--- src/design/slrs_pkg.sv ---
// -----------------------------------------------------------------------------
// slrs_pkg
// Opcodes, status codes and controller/datapath handshake types.
// -----------------------------------------------------------------------------
package slrs_pkg;

  localparam logic [2:0] OP_STAGE = 3'd0;
  localparam logic [2:0] OP_DELETE = 3'd1;
  localparam logic [2:0] OP_FIND = 3'd2;
  localparam logic [2:0] OP_READ = 3'd3;
  localparam logic [2:0] OP_CLEAR = 3'd4;

  localparam logic [1:0] ST_OK = 2'd0;
  localparam logic [1:0] ST_FULL = 2'd1;
  localparam logic [1:0] ST_NOT_FOUND = 2'd2;
  localparam logic [1:0] ST_TOO_LONG = 2'd3;

  // record header: key low, key high, length
  localparam int REC_HDR = 3;

  localparam logic REG_PROGRAM_LIMIT = 1'b0;

  typedef enum logic [1:0] {RS_P0, RS_P1, RS_P2, RS_ADDR} rd_sel_t;
  typedef enum logic [1:0] {HS_LO, HS_HI, HS_LEN, HS_ZERO} hdr_sel_t;
  typedef enum logic [1:0] {RK_CODE, RK_HIT, RK_READ, RK_STORE} res_kind_t;

  typedef struct packed {
    logic      idle;
    rd_sel_t   rd_sel;
    logic      cap_lo;
    logic      cap_hi;
    logic      loc_step;
    logic      rm_start;
    logic      shift_start;
    logic      txt_start;
    logic      hdr_we;
    hdr_sel_t  hdr_sel;
    logic      used_add;
    logic      stage_clear;
    logic      res_load;
    res_kind_t res_kind;
    logic [1:0] res_code;
    logic      out_load;
  } slrs_cmd_t;

  typedef struct packed {
    logic       in_valid;
    logic [2:0] opcode;
    logic       last;
    logic       ovf;
    logic       staged_zero;
    logic       p_lt_used;
    logic       key_eq;
    logic       key_gt;
    logic       hit;
    logic       cap_fail;
    logic       copy_done;
    logic       out_free;
  } slrs_stat_t;

endpackage

--- src/design/slrs_controller.sv ---
// -----------------------------------------------------------------------------
// slrs_controller
// Sequencer for locate, remove, shift, header write and text copy steps.
// -----------------------------------------------------------------------------
module slrs_controller (
  input  logic               clk,
  input  logic               rst,
  input  slrs_pkg::slrs_stat_t stat,
  output slrs_pkg::slrs_cmd_t  cmd
);
  import slrs_pkg::*;

  typedef enum logic [4:0] {
    S_IDLE, S_COMMIT, S_LOC0, S_LOC1, S_LOC2, S_LOC3, S_LDONE,
    S_RM, S_RMW, S_SH, S_SHW, S_H0, S_H1, S_H2, S_TX, S_TXW, S_TAIL,
    S_RD1, S_RD2, S_FIN
  } state_t;

  typedef enum logic [1:0] {M_FIND, M_DEL, M_STORE} mode_t;

  state_t state, state_next;
  mode_t  mode, mode_next;

  // state and mode registers
  always_ff @(posedge clk) begin
    if (rst) begin
      state <= S_IDLE;
      mode  <= M_FIND;
    end else begin
      state <= state_next;
      mode  <= mode_next;
    end
  end

  // next state and datapath commands
  always_comb begin
    cmd = '0;
    state_next = state;
    mode_next = mode;
    unique case (state)
      S_IDLE: begin
        cmd.idle = 1'b1;
        if (stat.in_valid) begin
          priority case (stat.opcode)
            OP_STAGE: begin
              if (stat.last) begin
                state_next = S_COMMIT;
                mode_next = M_STORE;
              end
            end
            OP_DELETE: begin
              state_next = S_LOC0;
              mode_next = M_DEL;
            end
            OP_FIND: begin
              state_next = S_LOC0;
              mode_next = M_FIND;
            end
            OP_READ: state_next = S_RD1;
            OP_CLEAR: state_next = S_FIN;
            default: state_next = S_IDLE;
          endcase
        end
      end
      S_COMMIT: begin
        if (stat.ovf) begin
          cmd.res_load = 1'b1;
          cmd.res_kind = RK_CODE;
          cmd.res_code = ST_TOO_LONG;
          cmd.stage_clear = 1'b1;
          state_next = S_FIN;
        end else if (stat.staged_zero) begin
          // empty text removes the key
          cmd.stage_clear = 1'b1;
          mode_next = M_DEL;
          state_next = S_LOC0;
        end else begin
          state_next = S_LOC0;
        end
      end
      S_LOC0: begin
        if (stat.p_lt_used) begin
          cmd.rd_sel = RS_P0;
          state_next = S_LOC1;
        end else begin
          state_next = S_LDONE;
        end
      end
      S_LOC1: begin
        cmd.rd_sel = RS_P1;
        cmd.cap_lo = 1'b1;
        state_next = S_LOC2;
      end
      S_LOC2: begin
        cmd.rd_sel = RS_P2;
        cmd.cap_hi = 1'b1;
        state_next = S_LOC3;
      end
      S_LOC3: begin
        cmd.loc_step = 1'b1;
        state_next = (stat.key_eq || stat.key_gt) ? S_LDONE : S_LOC0;
      end
      S_LDONE: begin
        unique case (mode)
          M_FIND: begin
            cmd.res_load = 1'b1;
            cmd.res_kind = stat.hit ? RK_HIT : RK_CODE;
            cmd.res_code = ST_NOT_FOUND;
            state_next = S_FIN;
          end
          M_DEL: begin
            cmd.res_load = 1'b1;
            cmd.res_kind = stat.hit ? RK_HIT : RK_CODE;
            cmd.res_code = ST_NOT_FOUND;
            state_next = stat.hit ? S_RM : S_FIN;
          end
          M_STORE: begin
            if (stat.cap_fail) begin
              cmd.res_load = 1'b1;
              cmd.res_kind = RK_CODE;
              cmd.res_code = ST_FULL;
              cmd.stage_clear = 1'b1;
              state_next = S_FIN;
            end else begin
              state_next = stat.hit ? S_RM : S_SH;
            end
          end
          default: state_next = S_FIN;
        endcase
      end
      S_RM: begin
        cmd.rm_start = 1'b1;
        state_next = S_RMW;
      end
      S_RMW: begin
        if (stat.copy_done) state_next = (mode == M_DEL) ? S_FIN : S_SH;
      end
      S_SH: begin
        cmd.shift_start = 1'b1;
        state_next = S_SHW;
      end
      S_SHW: begin
        if (stat.copy_done) state_next = S_H0;
      end
      S_H0: begin
        cmd.hdr_we = 1'b1;
        cmd.hdr_sel = HS_LO;
        state_next = S_H1;
      end
      S_H1: begin
        cmd.hdr_we = 1'b1;
        cmd.hdr_sel = HS_HI;
        state_next = S_H2;
      end
      S_H2: begin
        cmd.hdr_we = 1'b1;
        cmd.hdr_sel = HS_LEN;
        state_next = S_TX;
      end
      S_TX: begin
        cmd.txt_start = 1'b1;
        state_next = S_TXW;
      end
      S_TXW: begin
        if (stat.copy_done) state_next = S_TAIL;
      end
      S_TAIL: begin
        cmd.hdr_we = 1'b1;
        cmd.hdr_sel = HS_ZERO;
        cmd.used_add = 1'b1;
        cmd.res_load = 1'b1;
        cmd.res_kind = RK_STORE;
        cmd.stage_clear = 1'b1;
        state_next = S_FIN;
      end
      S_RD1: begin
        cmd.rd_sel = RS_ADDR;
        state_next = S_RD2;
      end
      S_RD2: begin
        cmd.res_load = 1'b1;
        cmd.res_kind = RK_READ;
        state_next = S_FIN;
      end
      S_FIN: begin
        if (stat.out_free) begin
          cmd.out_load = 1'b1;
          state_next = S_IDLE;
        end
      end
      default: state_next = S_IDLE;
    endcase
  end

endmodule

--- config.mk ---
export PLATFORM = sky130hd
export DESIGN_NAME = slrs_controller
export DESIGN_NICKNAME = d
export VERILOG_FILES = /design/src/design/slrs_pkg.sv /design/src/design/slrs_controller.sv
export SDC_FILE = /design/constraint.sdc
export NUM_CORES = 1
export LEC_CHECK = 0
export BUFFER_PORTS_ARGS = -buffer_cell sky130_fd_sc_hd__buf_2
export CORE_ASPECT_RATIO = 0.8
export CORE_UTILIZATION = 43
export CTS_CLUSTER_SIZE = 28
export DETAILED_ROUTE_END_ITERATION = 8
export PLACE_DENSITY = 0.75
export SETUP_SLACK_MARGIN = 0.2
export SLEW_MARGIN = 20
export SYNTH_ARGS = -nofsm -noshare
export SYNTH_HDL_FRONTEND = slang
export SYNTH_SLANG_ARGS = --single-unit
--- constraint.sdc ---
create_clock -name clk -period 1.7 [get_ports clk]
set_clock_uncertainty 0.05 [all_clocks]
set_input_delay 0.17 -clock clk [delete_from_list [all_inputs] [get_ports clk]]
set_output_delay 0.17 -clock clk [all_outputs]
set_load 0.02 [all_outputs]
# Yosys cells after proc, flatten, opt, wreduce, memory -nomap -nowiden

Index checks and enable logic that the tools add are counted.

Equality and inequality tests: 34
Mux-type cells: 44
Reductions and logical operators: 10

Operators by type and width:

| kind                                                                     | number |
|---|---|
| 5-bit case mux with 19 select lines                                      | 1 |
| 5-bit two-way mux                                                        | 11 |
| 5-bit by 4-bit == test with 1-bit output (second input constant)         | 8 |
| 3-bit case mux with 4 select lines                                       | 2 |
| 5-bit by 3-bit == test with 1-bit output (second input constant)         | 4 |
| 5-bit == test (second input constant)                                    | 4 |
| 5-bit case mux with 2 select lines                                       | 2 |
| 5-bit case mux with 4 select lines                                       | 1 |
| 1-bit two-way mux                                                        | 14 |
| 2-bit inequality test (second input constant)                            | 7 |
| 2-bit case mux with 3 select lines                                       | 2 |
| 6-bit AND reduction                                                      | 2 |
| 5-bit by 2-bit == test with 1-bit output (second input constant)         | 2 |
| 2-bit two-way mux                                                        | 4 |
| 2-bit case mux with 2 select lines                                       | 2 |
| 3-bit by 2-bit == test with 1-bit output (second input constant)         | 2 |
| 3-bit two-way mux                                                        | 2 |
| 6-bit two-way mux                                                        | 1 |
| 2-bit OR reduction                                                       | 3 |
| 5-bit by 1-bit == test with 1-bit output (second input constant)         | 1 |
| 5-bit logical NOT                                                        | 1 |
| 4-bit two-way mux                                                        | 1 |
| 4-bit by 1-bit inequality test with 1-bit output (second input constant) | 1 |
| 3-bit by 1-bit == test with 1-bit output (second input constant)         | 1 |
| other kinds (9)                                                          | 9 |

Register bits: 7
Output and inout bits: 20
Logic and storage cells: 90

# Longest topological paths before layout

Word-level depth: 5
Gate-level depth with buffers: 7

# Worst setup path before layout

Ideal clock, no wire load.

Kind: reg2out
Start: register state[3]
End: output cmd[9] in the netlist's numbering
Arrival: 1564 ps
Required time: 1480 ps
Slack: -84 ps
Cell stages (with the launch flop): 6
Buffers on the path: 1
Cell sequence: dfxtp_1 > buf_6 > or3b_1 > nor2_1 > a31oi_1 > nor2_1

RTL lines:

| item                   | line                  | source |
|---|---|---|
| start, declared        | slrs_controller.sv:21 | `state_t state, state_next;` |
| start signal, assigned | slrs_controller.sv:30 | `state <= state_next;` |
| end, declared          | slrs_controller.sv:9  | `output slrs_pkg::slrs_cmd_t cmd` |

==> key figures <==
STA
  • Final Max Slew Viols: 0
  • Slew margin rel.: between 70% and 80%
  • Hold WS: roughly 130 ps
  • Final Critical Period: 1957 ps
  • F_max: 510.9 MHz
  • Fin. Hold Viols: 0
  • Post-route clock period utilization: 115.1%
  • Worst setup margin: -257.2 ps
  • Endpoints failing setup: 17
  • Setup TNS: -1977 ps
  • Unrepaired setup endpoints after global routing: true
  • Worst-Margin Slew: 417.8 ps

Cells and area
  • Multi-input gate area: 0.001221 mm^2
  • Diode count: 0
  • Synth-to-layout area growth: 106.4%
  • Reg area: 161.4 um^2
  • Final core utilization: 93.03%
  • Finished Cell Area: about 0.0023 mm^2
  • Non-Filler Instances: 280
  • Fraction of layout cells with a size suffix above 1: 65.98%
  • # fillers: 75
  • Nets: about 270

Yosys
  • Main synth FF type: dfxtp_1
  • Post-Synth Adder-Cell Area: 5.682%
  • Synthesized cell area: 0.001101 mm^2
  • Main combinational cell family by area after synthesis: simple AND/OR/NAND/NOR gates
  • Post-Synth XOR/XNOR Area: 2.386%
  • Post-synthesis cell count: 163
  • Post-synthesis mux area share: 1.818%
  • Async S/R FF share, synth: 0%
  • Top cells by area, synth: dfxtp_1 (13%), nor2_1 (6.1%), ha_1 (5.7%)
  • Synth Area in Compound Gates: between 30% and 40%
  • Mean Syn Cell Area: 6.755 um^2
  • Yosys warning total: 0
  • Simple logic cell fraction of the synthesized area: 36.48%
  • Cell taking the most area after synthesis: dfxtp_1
  • Count of cell types in the netlist: 52
  • Sequential area share after synthesis: 12.73%
  • Number of flops mapped to enable cells by yosys: 0
  • Syn nets: between 150 and 200
  • Yosys reg bits: 7
  • Yosys top cell area share: 12.73%

Critical path
  • Critical Path AT: 1740 ps
  • RR Startpoint: state[1]$_SDFFE_PP0P_
  • Crit path kind: reg -> out
  • Required time worst endpoint: ~1500 ps
  • Critical Path Start: mode[1]$_SDFFE_PP0P_
  • Crit end category: output pin
  • Crit start category: flop
  • CP max FO: 4

Floorplanning
  • Core area: 0.002442 mm^2
  • Full die area: around 0.0028 mm^2
  • Core Rows: 16
  • Die Ht: 47.26 um
  • Die Span X: 58.58 um
  • Starting Density: 45.08%
  • Boundary Pins: 36

Clock network
  • Clock sink total: 7
  • Clk root buf: clkbuf_4
  • Hold buffer count at cts: 0
  • H-Tree Depth: 1
  • CTS tree: built
  • CTS max path bufs: 2
  • Worst-Skew Late Latency: about 270 ps
  • Clock Pin Slew Worst Setup and Hold Paths: 70 ps
  • Total CTS buffers: 3

Place
  • Place WS: -25.87 ps
  • Final RePlAce weighted congestion: 0.9125
  • Dpl cells: between 200 and 250
  • Area after DPL: ~0.0015 mm^2
  • Port Buf Inserts: 35
  • DP Wirelength: 2945 um

Pwr
  • Pwr/cell area: 1543 mW/mm^2
  • VDD IR-drop max: 1.140 mV
  • Pleak: 1.019 nW
  • Overall Power: approximately 3.5 mW

Worst hold path
  • Hold path start: rst
  • HP Class: in -> reg

Global route
  • First-pass GRT wire length: between 7000 and 8000 um
  • Total GRT Usage: around two fifths
  • Largest net degree at the start of global routing: 10
  • Initial antenna violation count: 0
  • Vias in the first global route: ~1600
  • Grt total ovfl: 0

Detailed routing
  • Final WL: 6917 um
  • Initial drt markers: around 270
  • DRC viols: 0
  • Wire per inst: about 25 um
  • Vias/cell: 6.854
  • Vias: 1919
  • Pre-antenna DRT Iters: 5
  • Antenna-violating nets left: 0

Status
  • Status: complete, but fails checks
  • Failing checks: negative setup slack

Run
  • Max-cap viol count: 0
cells in the mapped netlist (all sizes together), types with 4 or more instances:
cell type  number
a211oi          4
a21o            5
a21oi          12
buf             5
clkbuf          6
dfxtp           7
ha              5
inv             8
nand2          15
nand3           7
nor2           18
nor2b           8
nor3            9
o21ai           8
or3             5
logic make-up after synthesis:
group,count (synthesis)
AO/OA/AOI/OAI,50
XOR/XNOR,3
adder cells (fa/ha/maj),5
buffers and inverters,19
flip-flops,7
multiplexers,2
AND/OR/NAND/NOR,77
routing by layer:
layer	vias up	part of all wire, %	track usage (%)
met5	-	0	0
met4	0	8.1	17.14
li1	756	-	-
met1	859	35	46.27
met2	222	43	65.29
met3	82	13	13.50
critical path: stages (launching register included):
cell and delay (ps):
dfxtp_2 350, buf_4 130, ha_1 250, nor3_4 60, a21o_1 190, or3_4 340
buf_6 140
state kept, by name (all words and copies together), names as in the netlist:
| name | flops |
|---|---|
| mode | 2 |
| state | 5 |
power breakdown:
part / switching (mW) / internal, mW
combinational: 1.56 / 1.46
clock: 0.0916 / 0.0908
sequential: 0.0708 / 0.233
total: 1.72 / 1.78
layout make-up:
class	instances	share of cell area (%)
inverters	8	1.542
clock buffers	4	1.156
flip-flops and latches	7	7.104
well taps	36	1.982
multi-input cells	137	53.74
repair buffers	88	34.47
cell usage in the layout, fill, tap and decap left out, types with 4 or more instances in the layout:
cell type,netlist,routed
nor2_1,18,6
inv_1,8,5
nor2_4,0,10
buf_4,0,34
dfxtp_4,0,5
a21o_1,5,5
a21oi_2,1,4
o21ai_0,5,4
a21oi_1,11,8
nand2_1,15,8
buf_2,3,16
nor2b_1,8,6
buf_6,1,34
or3_4,1,5
nand2_2,0,4
final timing paths:
kind | slack, ps | end | cells past startpoint
worst max-delay path | -260 | cmd[5] | 6
worst max register to register | -150 | state[3]$_SDFFE_PP0P_ | 8
worst min register to register | 580 | mode[1]$_SDFFE_PP0P_ | 3
worst min-delay path | 130 | mode[1]$_SDFFE_PP0P_ | 2
repair_timing:
item                                   4_1_cts  5_1_grt
endpoints found under the hold margin        0        0
gates resized for setup                     99       40
setup endpoints to repair                   27       27
pin swaps                                   20       17
buffers inserted                            17       11
No activity file was read; power rests on OpenSTA's default activity.
